### src/rtl/srtt_pkg.sv
`timescale 1ns / 1ps
// ----------------------------------------------------------------------------
// srtt_pkg: shared types and constants for the signed radix to text block
// Field widths, character codes, radix limits and sequencer states.
// ----------------------------------------------------------------------------
package srtt_pkg;

  // payload field widths
  localparam int unsigned IN_W    = 32;
  localparam int unsigned RADIX_W = 6;
  localparam int unsigned CHAR_W  = 7;

  // one stored digit holds a remainder below the largest radix
  localparam int unsigned DIGIT_W = 6;

  // radix limits and reset value
  localparam logic [RADIX_W-1:0] RADIX_MIN   = RADIX_W'(2);
  localparam logic [RADIX_W-1:0] RADIX_MAX   = RADIX_W'(36);
  localparam logic [RADIX_W-1:0] RADIX_RESET = RADIX_W'(10);

  // ascii codes
  localparam logic [CHAR_W-1:0] CHAR_MINUS = CHAR_W'(45);
  localparam logic [CHAR_W-1:0] CHAR_ZERO  = CHAR_W'(48);
  // 'A' minus ten, so digit value ten maps to 'A'
  localparam logic [CHAR_W-1:0] CHAR_ALPHA = CHAR_W'(55);
  localparam logic [DIGIT_W-1:0] DIGIT_TEN = DIGIT_W'(10);

  typedef enum logic [1:0] {
    ST_IDLE,
    ST_DIVIDE,
    ST_SIGN,
    ST_EMIT
  } srtt_state_t;

  function automatic logic [CHAR_W-1:0] digit_char(input logic [DIGIT_W-1:0] d);
    logic [CHAR_W-1:0] d_ext;
    d_ext = CHAR_W'(d);
    return (d < DIGIT_TEN) ? (CHAR_ZERO + d_ext) : (CHAR_ALPHA + d_ext);
  endfunction

endpackage

### src/rtl/signed_radix_to_text.sv
`timescale 1ns / 1ps
// ----------------------------------------------------------------------------
// signed_radix_to_text: signed integer to ascii text in a radix of 2 to 36
// Bit-serial restoring divider under a small sequencer, digit stack, and a
// one-character output register.
// ----------------------------------------------------------------------------
// usage
//   input channel  : value, in_valid / in_stall. one transaction is one signed
//                    integer; only the low VALUE_BITS bits count, sign bit at
//                    VALUE_BITS-1. in_stall is high while a number is in work
//   output channel : char_code, last_char, out_valid / out_stall. one
//                    transaction per character: '-' for a negative value, then
//                    the digits most significant first; last_char marks the end
//   config channel : cfg_data, cfg_valid / cfg_ready. sets the radix (reset 10),
//                    0 and 1 act as 2, 37 and above act as 36
//   timing         : the shared divider makes the digits one after another,
//                    one quotient bit per cycle, least significant digit
//                    first; the characters then go out one at a time
//   reset          : synchronous, clears the sequencer and output valid and
//                    sets the radix to 10
//   back-pressure  : while out_stall holds, the character waits in the output
//                    register and the sequencer pauses before the next one
// ----------------------------------------------------------------------------
module signed_radix_to_text #(
  parameter int unsigned VALUE_BITS = 32
) (
  input  logic                                clk,
  input  logic                                rst,
  // configuration
  input  logic                                cfg_valid,
  output logic                                cfg_ready,
  input  logic [srtt_pkg::RADIX_W-1:0]        cfg_data,
  // input items
  input  logic                                in_valid,
  output logic                                in_stall,
  input  logic signed [srtt_pkg::IN_W-1:0]    value,
  // output characters
  output logic                                out_valid,
  input  logic                                out_stall,
  output logic [srtt_pkg::CHAR_W-1:0]         char_code,
  output logic                                last_char
);

  import srtt_pkg::*;

  localparam int unsigned BIT_W = (VALUE_BITS > 1) ? $clog2(VALUE_BITS) : 1;
  localparam int unsigned CNT_W = $clog2(VALUE_BITS + 1);

  srtt_state_t state, state_next;

  // configuration register, kept raw and clamped when a number starts
  logic [RADIX_W-1:0] radix;

  // divider working registers
  logic [RADIX_W-1:0]    divisor;   // clamped radix for this number
  logic [VALUE_BITS-1:0] work;      // dividend shifting out, quotient shifting in
  logic [DIGIT_W-1:0]    rem;       // partial remainder, always below divisor
  logic [BIT_W-1:0]      bit_cnt;   // quotient bit in progress
  logic                  neg;       // number was negative

  // digit stack: newest digit (most significant) at entry 0
  logic [VALUE_BITS-1:0][DIGIT_W-1:0] stack;
  logic [CNT_W-1:0]                   cnt;

  // accept / handshake terms
  logic in_take;
  logic out_free;
  logic load_sign;
  logic load_digit;

  // shared divider step
  logic [DIGIT_W:0]      rem_sh;
  logic                  q_bit;
  logic [DIGIT_W:0]      rem_sub;
  logic [DIGIT_W-1:0]    rem_new;
  logic [VALUE_BITS-1:0] work_new;
  logic                  last_bit;

  // input conditioning
  logic [VALUE_BITS-1:0] raw;
  logic [VALUE_BITS-1:0] mag;
  logic [RADIX_W-1:0]    radix_eff;

  assign raw = VALUE_BITS'($unsigned(value));
  assign mag = raw[VALUE_BITS-1] ? (~raw + VALUE_BITS'(1)) : raw;

  always_comb begin
    priority if (radix < RADIX_MIN) begin
      radix_eff = RADIX_MIN;
    end else if (radix > RADIX_MAX) begin
      radix_eff = RADIX_MAX;
    end else begin
      radix_eff = radix;
    end
  end

  // one restoring step: shift in the next dividend bit, subtract if it fits
  assign rem_sh   = {rem, work[VALUE_BITS-1]};
  assign q_bit    = (rem_sh >= {1'b0, divisor});
  assign rem_sub  = rem_sh - {1'b0, divisor};
  assign rem_new  = q_bit ? rem_sub[DIGIT_W-1:0] : rem_sh[DIGIT_W-1:0];
  assign work_new = {work[VALUE_BITS-2:0], q_bit};
  assign last_bit = (bit_cnt == BIT_W'(VALUE_BITS - 1));

  assign out_free = !out_valid || !out_stall;
  assign in_take  = in_valid && !in_stall;

  // sequencer state register
  always_ff @(posedge clk) begin
    if (rst) begin
      state <= ST_IDLE;
    end else begin
      state <= state_next;
    end
  end

  // next state and handshake outputs
  always_comb begin
    state_next = state;
    in_stall   = 1'b1;
    cfg_ready  = 1'b0;
    load_sign  = 1'b0;
    load_digit = 1'b0;
    unique case (state)
      ST_IDLE: begin
        in_stall  = 1'b0;
        cfg_ready = 1'b1;
        if (in_valid) begin
          state_next = ST_DIVIDE;
        end
      end
      ST_DIVIDE: begin
        // the number is done when the last quotient bit is in and the quotient is zero
        if (last_bit && (work_new == '0)) begin
          state_next = neg ? ST_SIGN : ST_EMIT;
        end
      end
      ST_SIGN: begin
        if (out_free) begin
          load_sign  = 1'b1;
          state_next = ST_EMIT;
        end
      end
      ST_EMIT: begin
        if (out_free) begin
          load_digit = 1'b1;
          if (cnt == CNT_W'(1)) begin
            state_next = ST_IDLE;
          end
        end
      end
      default: begin
        state_next = ST_IDLE;
      end
    endcase
  end

  // radix register
  always_ff @(posedge clk) begin
    if (rst) begin
      radix <= RADIX_RESET;
    end else if (cfg_valid && cfg_ready) begin
      radix <= cfg_data;
    end
  end

  // divider datapath and digit stack
  always_ff @(posedge clk) begin
    if (rst) begin
      cnt     <= '0;
      bit_cnt <= '0;
    end else begin
      if (in_take) begin
        divisor <= radix_eff;
        work    <= mag;
        neg     <= raw[VALUE_BITS-1];
        rem     <= '0;
        bit_cnt <= '0;
        cnt     <= '0;
      end else if (state == ST_DIVIDE) begin
        if (last_bit) begin
          // digit finished: push it and restart on the quotient
          stack   <= {stack[VALUE_BITS-2:0], rem_new};
          cnt     <= cnt + CNT_W'(1);
          rem     <= '0;
          bit_cnt <= '0;
        end else begin
          rem     <= rem_new;
          bit_cnt <= bit_cnt + BIT_W'(1);
        end
        work <= work_new;
      end else if (load_digit) begin
        stack <= {{DIGIT_W{1'b0}}, stack[VALUE_BITS-1:1]};
        cnt   <= cnt - CNT_W'(1);
      end
    end
  end

  // output register, one character at a time
  always_ff @(posedge clk) begin
    if (rst) begin
      out_valid <= 1'b0;
    end else if (load_sign || load_digit) begin
      out_valid <= 1'b1;
    end else if (!out_stall) begin
      out_valid <= 1'b0;
    end
  end

  always_ff @(posedge clk) begin
    if (load_sign) begin
      char_code <= CHAR_MINUS;
      last_char <= 1'b0;
    end else if (load_digit) begin
      char_code <= digit_char(stack[0]);
      last_char <= (cnt == CNT_W'(1));
    end
  end

  // checks on the sequencer and divider
  a_cnt_bound : assert property (@(posedge clk) disable iff (rst)
    cnt <= CNT_W'(VALUE_BITS))
    else $error("digit count beyond capacity");

  a_rem_below_divisor : assert property (@(posedge clk) disable iff (rst)
    (state == ST_DIVIDE) |-> (rem < divisor))
    else $error("partial remainder not below divisor");

  a_divisor_range : assert property (@(posedge clk) disable iff (rst)
    (state == ST_DIVIDE) |-> (divisor >= RADIX_MIN && divisor <= RADIX_MAX))
    else $error("divisor out of radix range");

  a_emit_has_digit : assert property (@(posedge clk) disable iff (rst)
    (state == ST_EMIT || state == ST_SIGN) |-> (cnt != '0))
    else $error("emitting with an empty digit stack");

  a_idle_after_last : assert property (@(posedge clk) disable iff (rst)
    load_digit && (cnt == CNT_W'(1)) |=> (state == ST_IDLE) && last_char)
    else $error("last digit did not end the number");

endmodule
### config.mk
export PLATFORM = sky130hd
export DESIGN_NAME = signed_radix_to_text
export DESIGN_NICKNAME = d
export VERILOG_FILES = /design/src/rtl/srtt_pkg.sv /design/src/rtl/signed_radix_to_text.sv
export SDC_FILE = /design/constraint.sdc
export NUM_CORES = 1
export LEC_CHECK = 0
export ABC_AREA = 1
export BUFFER_PORTS_ARGS = -buffer_cell sky130_fd_sc_hd__buf_2
export CAP_MARGIN = 20
export CORE_MARGIN = 2
export CORE_UTILIZATION = 30
export DETAILED_ROUTE_END_ITERATION = 10
export PLACE_DENSITY_LB_ADDON = 0.15
export SETUP_SLACK_MARGIN = 0.3
export SYNTH_ARGS = -nofsm -noshare
export SYNTH_HDL_FRONTEND = slang
export SYNTH_SLANG_ARGS = --single-unit
export TNS_END_PERCENT = 20
### constraint.sdc
create_clock -name clk -period 9.47 [get_ports clk]
set_input_delay 1.894 -clock clk [delete_from_list [all_inputs] [get_ports clk]]
set_output_delay 1.894 -clock clk [all_outputs]
set_load 0.05 [all_outputs]
==> flow_summary.yaml, run 1 <==
run_status:
  outcome: "finished clean"
yosys:
  yosys.area_share.adder: 0.0201
  syn-cell-area_mm2: 0.0128
  synth_enable_flop_cells: 237
  ys_warn_count: 0
  synth_cells: 1350
  ys.flop_type: "edfxtp_1"
  synth.top_cell.area_share: 0.556
  synth.largest_area_cell: "edfxtp_1"
  synthXorXnorAreaFrac: 0.0130
  fraction_of_synthesis_flops_using_an_asynchronous_set_or_reset_pin: 0
  synth_top_family_by_area: "simple AND/OR/NAND/NOR gates"
  yosys-top-cells-area: "edfxtp_1 56%, nand2_1 11%, o21ai_0 8.1%"
  synth-compound-area-share: 0.110
  synth.lib_cells_used.distinct: 43
  synth_mux_area_frac: 0
  ys_seq_area_frac: 0.600
  synthesis.area_per_instance_um2: 9.48
  synth.ff_latch_count: 265
  net_count_after_synthesis: 1413
  yosys.area_share.simple: 0.185
place:
  post-place-ws_ns: 4.27
  place_congestion: 0.799
  place.port_buffers: 53
  detailedPlacementHpwl_mm: 16.4
  placed_cells_incl_taps: 1891
grt:
  top_usage_layer: "met2"
  grt_antenna_before_repair: 0
  via_count_of_the_first_global_routing_pass: 8853
  gr-usage-met2: 0.188
  congestion_overflow_gr: 0
  grt.met1_usage: 0.167
  grt_pass1_wl_mm: 44.0
  met3_usage: 0.0296
  grt_start_max_net_pins: 194
  groute.usage.overall: 0.121
clocking:
  cts.repair_timing.setup_buffer_count: 0
  cts-buffers-inserted: 34
  register_clock_pin_slew_on_the_reported_worst_setup_and_hold_paths_ns: 0.05
  post_cts_resized: 0
  cts_buffer_depth: 3
  post_cts_hold_buffer_count: 0
  ctsRootBufferMaster: "clkbuf_16"
  clkSinkCount: 265
  clock_latency_ns: 0.54
  htreeDepth: 2
  cts_tree: "yes"
timing:
  timing.final.hold_violations: 0
  worstMarginPinSlew_ns: 1.03
  max_freq_ghz: 0.216
  timing.max_slew.rel_slack: 0.312
  setup-tns-final_ns: 0
  slew_violations: 0
  finalClockSkew_ns: 0.0213
  period_needed_ns: 4.63
  report.final.setup_viol: 0
  layout_worst_path_cycle_share: 0.489
  setup_repair_after_global_routing_missed_its_margin: "no"
  final_critical_path_setup_slack_ns: 4.84
floorplan:
  fp.dieArea_mm2: 0.0443
  coreArea_mm2: 0.0420
  core.rowCount: 75
  pin_count: 54
  floorplan.die.width_um: 211
  starting_density_of_the_core: 0.304
  die_h_um: 211
worst_setup_path:
  r2r_startpoint: "state[0]$_SDFFE_PP0P_"
  required_ns: 9.62
  worst_setup_path_end_kind: "flip-flop"
  critical_path_depth: 7
  critPathTopFamily: "buffers and inverters"
  start_kind: "primary input"
  timing.critical_path.slowest_stage_cell: "buf_12"
  worst-path-max-fanout: 193
  crit_buf_inv: 4
  crit_path_max_incr_delay_ns: 0.75
  worst_r2r_path_depth: 8
  setup.worst_path.class: "in -> reg"
  cp.arrival_ns: 4.78
  critical_path.startpoint: "in_valid"
  crit_chain: "buf_2 -> nand2_2 -> inv_2 -> nor2_1 -> clkinv_1 -> nor2_4 -> buf_12"
hold_path:
  hold_path_class: "reg -> reg"
  timing.hold.worst.start: "radix[5]$_SDFFE_PP0P_"
  hold_depth: 0
routing:
  route.vias.total: 8885
  first_pass_iters: 4
  drc_errors: 0
  drt-vias-per-instance: 4.55
  route.antenna.remaining_nets: 0
  initialDrtViolationCount: 658
  drt-total-wl_mm: 26.3
  wl_per_cell_um: 13.5
power:
  cellPowerDensity_mw_per_mm2: 302
  worst_ir_drop_vdd_uv: 126
  cellLeakagePower_nw: 5.83
finish:
  final_net_count: 1451
  area_growth_syn_to_layout_pct: 13.8
  fin_cells: 1952
  drive_above_1_share: 0.117
  antenna-diode-count: 0
flow_run:
  maxCapViolCount: 0
layer usage:
metal	vias to the layer above	share of wire	routed length (µm)
met5	-	0	0
met4	0	0.021	557
met3	44	0.045	1190
met2	145	0.44	11700
met1	4125	0.49	12900
li1	4571	-	-
path summary, 6_finish.rpt:
check / to / slack [ns]
max: stack[179]$_DFFE_PP_ / 4.84
min: divisor[5]$_SDFFCE_PP0P_ / 0.44
max reg2reg: stack[179]$_DFFE_PP_ / 5.35
min reg2reg: divisor[5]$_SDFFCE_PP0P_ / 0.44
synthesized netlist by cell type, types with 3 or more instances:
cell / number
o21ai_2: 11
edfxtp_1: 237
nor2_4: 3
nand3b_1: 3
o21bai_1: 3
ha_1: 19
nand4_1: 10
nand2_1: 372
xor2_1: 16
nand3_1: 57
xnor2_1: 3
nand3_2: 3
dfxtp_1: 28
buf_2: 21
clkbuf_1: 27
inv_2: 7
a21oi_1: 25
o211ai_1: 5
o21ai_0: 206
nand2_2: 16
inv_1: 161
buf_6: 4
nor2_2: 13
nor2_1: 73
cell type report:
class,instances,area (µm²)
clock inverter,16,103
timing repair buffer,57,308
clock buffer,45,933
fill,4412,27500
inverter,170,643
multi-input combinational,860,4220
tap,539,674
sequential,265,7680
worst register-to-register path, stage by stage, from the launching register on:
cell,delay [ns]
dfxtp_1,0.42
inv_1,0.12
ha_1,0.34
nand2_2,0.68
inv_2,0.40
nor2_1,0.30
clkinv_1,0.37
nor2_4,0.23
buf_12,0.75
power breakdown:
group          switching (mW)  internal, mW
combinational           0.981         0.386
sequential              0.106          1.72
clock                   0.504         0.701
kinds of logic after synthesis:
logic type                 after synthesis
and+or+nand+nor                        559
DFF                                    265
AOI/OAI and AO/OA                      262
buffers and inverters                  225
adders and majority gates               20
xor gates and xnor gates                19
metrics by stage:
step | total power [mW] | hold slack (ns) | area, µm² | util
CTS | 4.48 | 0.445 | 14600 | 0.346
global placement | 3.23 | 0.426 | 13500 | 0.322
floorplan | 2.94 | 0.439 | 12800 | -
global route | 4.74 | 0.450 | 14600 | 0.346
detailed placement | 3.24 | 0.432 | 13500 | 0.322
finish | 4.39 | 0.440 | 14600 | 0.346
state kept, by name, indices dropped and copies added, names as in the netlist:
name and cells:
bit_cnt 5, neg 1, work 32, last_char 1
stack 192, divisor 6, cnt 6, char_code 7
state 2, out_valid 1, radix 6, rem 6
cells in the final DEF (no fill, tap or decap), types with 2 or more instances in the layout:
cell,n
a211oi_1,2
a21oi_1,24
a21oi_4,2
buf_2,53
buf_4,3
clkbuf_1,8
clkbuf_16,35
clkbuf_8,2
clkinv_1,6
clkinv_2,7
dfxtp_1,28
edfxtp_1,237
ha_1,18
inv_1,161
inv_2,7
inv_6,2
nand2_1,372
nand2_2,16
nand3_1,57
nand3_2,3
nand3_4,2
nand3b_1,3
nand4_1,10
nor2_1,73
nor2_2,12
nor2_4,4
nor3_1,2
o211ai_1,5
o21ai_0,206
o21ai_1,2
o21ai_2,11
o21bai_1,3
o22ai_1,2
o31ai_1,2
or2_2,2
xnor2_1,3
xor2_1,16
Note: power is estimated with default switching activity, not from simulation.
==> run 2: changes to the inputs <==
--- a/config.mk
+++ b/config.mk
@@ -5,7 +5,7 @@
 export SDC_FILE = /design/constraint.sdc
 export NUM_CORES = 1
 export LEC_CHECK = 0
-export ABC_AREA = 1
+export ABC_AREA = 0
 export BUFFER_PORTS_ARGS = -buffer_cell sky130_fd_sc_hd__buf_2
 export CAP_MARGIN = 20
 export CORE_MARGIN = 2
==> constraint.sdc (replaced) <==
create_clock -name clk -period 4.7 [get_ports clk]
set_input_delay 0.94 -clock clk [delete_from_list [all_inputs] [get_ports clk]]
set_output_delay 0.94 -clock clk [all_outputs]
set_load 0.05 [all_outputs]
==> run 2 against run 1 <==
Against the previous run: clock power up 88%; power up 71%; global-route usage down 1.7 points; core utilization up 0.35 points; clock skew down 0.0042 ns; die area down 2.0%; cell area down 1.5%; critical endpoint is now in_stall; largest power group unchanged.
==> flow_summary.yaml, run 2 <==
finish:
  fin_cells: 1495
  final_common_cell: "edfxtp_1"
  antenna-diode-count: 0
  drive_above_1_share: 0.323
  final_net_count: 1002
  fill_cells: 4002
  area_growth_syn_to_layout_pct: 14.5
  core_utilization_of_the_finished_layout: 0.350
  layout_top_registers: "stack (192), work (32), char_code (7)"
  layout.cells.most_common_list: "237 x edfxtp_1, 183 x mux2_2, 62 x nand2_1"
  largest_register_ff_count: 192
  largest_register: "stack"
clocking:
  htreeDepth: 1
  register_clock_pin_slew_on_the_reported_worst_setup_and_hold_paths_ns: 0.06
  cts_tree: "yes"
  post_cts_resized: 0
  cts_buffer_depth: 3
  cts.repair_timing.setup_buffer_count: 0
  clock_latency_ns: 0.57
  clkSinkCount: 265
  post_cts_hold_buffer_count: 0
  ctsRootBufferMaster: "clkbuf_16"
  cts-buffers-inserted: 31
floorplan:
  fp.dieArea_mm2: 0.0434
  starting_density_of_the_core: 0.306
  die_h_um: 208
  pin_count: 54
  floorplan.die.width_um: 208
  core.rowCount: 74
  coreArea_mm2: 0.0410
grt:
  grt_antenna_before_repair: 0
  grt_pass1_wl_mm: 37.6
  congestion_overflow_gr: 0
  grt_start_max_net_pins: 205
  via_count_of_the_first_global_routing_pass: 7205
  groute.usage.overall: 0.104
worst_setup_path:
  setup.worst_path.class: "reg -> out"
  timing.critical_path.mode_cell: "inv_1"
  required_ns: 3.76
  crit_buf_inv: 3
  worst_setup_path_end_kind: "output port"
  critPathTopFamily: "buffers and inverters"
  worst-path-max-fanout: 15
  cp.arrival_ns: 1.85
  timing.critical_path.slowest_stage_cell: "dfxtp_1"
  crit_chain: "inv_1 -> ha_2 -> inv_1 -> buf_2"
  start_kind: "flip-flop"
  crit_path_max_incr_delay_ns: 0.44
power:
  cellLeakagePower_nw: 4.93
  design_power_total_mw: 7.50
  cellPowerDensity_mw_per_mm2: 522
  worst_ir_drop_vdd_uv: 366
timing:
  report.final.setup_viol: 0
  timing.max_slew.rel_slack: 0.265
  setup_repair_after_global_routing_missed_its_margin: "no"
  setup-tns-final_ns: 0
  slew_violations: 0
  period_needed_ns: 2.79
  finalClockSkew_ns: 0.0171
  final_critical_path_setup_slack_ns: 1.91
  worstMarginPinSlew_ns: 1.10
  max_freq_ghz: 0.358
  layout_worst_path_cycle_share: 0.594
  timing.final.hold_violations: 0
hold_path:
  hold_path_class: "reg -> reg"
yosys:
  ys_warn_count: 0
  synth.lib_cells_used.distinct: 64
  synth.largest_area_cell: "edfxtp_1"
  synth.top_cell.area_share: 0.568
  most_used_standard_cells_in_the_synthesized_netlist: "237 x edfxtp_1, 183 x mux2_2, 63 x nand2_1"
  synth.ff_latch_count: 265
  yosys-top-cells-area: "edfxtp_1 57%, mux2_2 16%, dfxtp_1 4.5%"
  yosys.cell_count.top_type: "edfxtp_1"
  synth_cells: 887
  syn-cell-area_mm2: 0.0125
  fraction_of_synthesis_flops_using_an_asynchronous_set_or_reset_pin: 0
  synthesis.area_per_instance_um2: 14.1
  net_count_after_synthesis: 950
  synth_enable_flop_cells: 237
  ys.flop_type: "edfxtp_1"
  ys_seq_area_frac: 0.612
run_status:
  outcome: "finished clean"
place:
  post-place-ws_ns: 1.88
  detailedPlacementHpwl_mm: 13.8
  placed_cells_incl_taps: 1438
  place.port_buffers: 53
  place_congestion: 0.743
routing:
  drt-vias-per-instance: 4.73
  wl_per_cell_um: 15.3
  route.vias.total: 7065
  drc_errors: 0
  drt-total-wl_mm: 22.8
  initialDrtViolationCount: 396
  route.antenna.remaining_nets: 0
  first_pass_iters: 4
flow_run:
  maxCapViolCount: 0
[run 2: cell types whose count changed after synthesis, moves of 16 or more]
cell     change
mux2_2     +183
nand3_1     -47
nor2_1      -42
nand2_1    -309
nand2_2     -16
o21ai_0    -171
inv_1      -137
[run 2: worst paths after layout]
| kind | from | end | slack [ns] | cells past startpoint |
|---|---|---|---|---|
| max | state[0]$_SDFFE_PP0P_ | in_stall | 1.91 | 4 |
| min reg2reg | radix[0]$_SDFFE_PP0P_ | radix[0]$_SDFFE_PP0P_ | 0.47 | 2 |
| min | radix[0]$_SDFFE_PP0P_ | radix[0]$_SDFFE_PP0P_ | 0.47 | 2 |
| max reg2reg | state[0]$_SDFFE_PP0P_ | stack[186]$_SDFFCE_PN0P_ | 2.16 | 6 |
[run 2: worst reg2reg max path: cells and delay by family, from the launching register on]
| kind | cells | cell delay [ns] |
|---|---|---|
| adder cells (fa/ha/maj) | 1 | 0.32 |
| buffers and inverters | 2 | 0.58 |
| flip-flops | 1 | 0.44 |
| AND/OR/NAND/NOR | 3 | 0.75 |
[run 2: power breakdown]
group,total (mW),switching (mW),internal (mW)
sequential,3.11,0.121,2.99
clock,2.25,0.969,1.29
combinational,2.13,1.16,0.977
total,7.50,2.25,5.25
[run 2: final cells by class]
cell class,instances,area (µm²),area share
repair buffers,58,340,0.0237
flip-flops and latches,265,7680,0.535
multi-input cells,559,4640,0.323
inverters,24,90.1,0.00628
well taps,532,666,0.0464
clock buffers,38,822,0.0573
clock inverters,19,116,0.00811
[run 2: cells by family (layout without fill, tap and decap cells)]
logic type               after synthesis  after routing  synth area share
buffers and inverters                 63            139            0.0221
AO/OA/AOI/OAI                        125            125            0.0659
AND/OR/NAND/NOR                      180            180            0.0779
multiplexers                         194            194             0.173
adder cells (fa/ha/maj)               21             21            0.0214
flip-flops                           265            265             0.612
XOR/XNOR                              39             39            0.0272
[run 2: through the flow]
stage,hold slack (ns),instance area [µm²]
3_3_place_gp,0.462,13400
2_1_floorplan,0.437,12600
4_1_cts,0.472,14400
6_report,0.467,14400
5_1_grt,0.505,14400
3_5_place_dp,0.464,13400
[run 2: layer usage]
layer / vias to the layer above / global-route usage / share of wire
met5: - / 0 / 0
met4: 0 / 0.0347 / 0.024
met3: 36 / 0.0187 / 0.035
met2: 72 / 0.156 / 0.43
met1: 3473 / 0.151 / 0.51
li1: 3484 / - / -
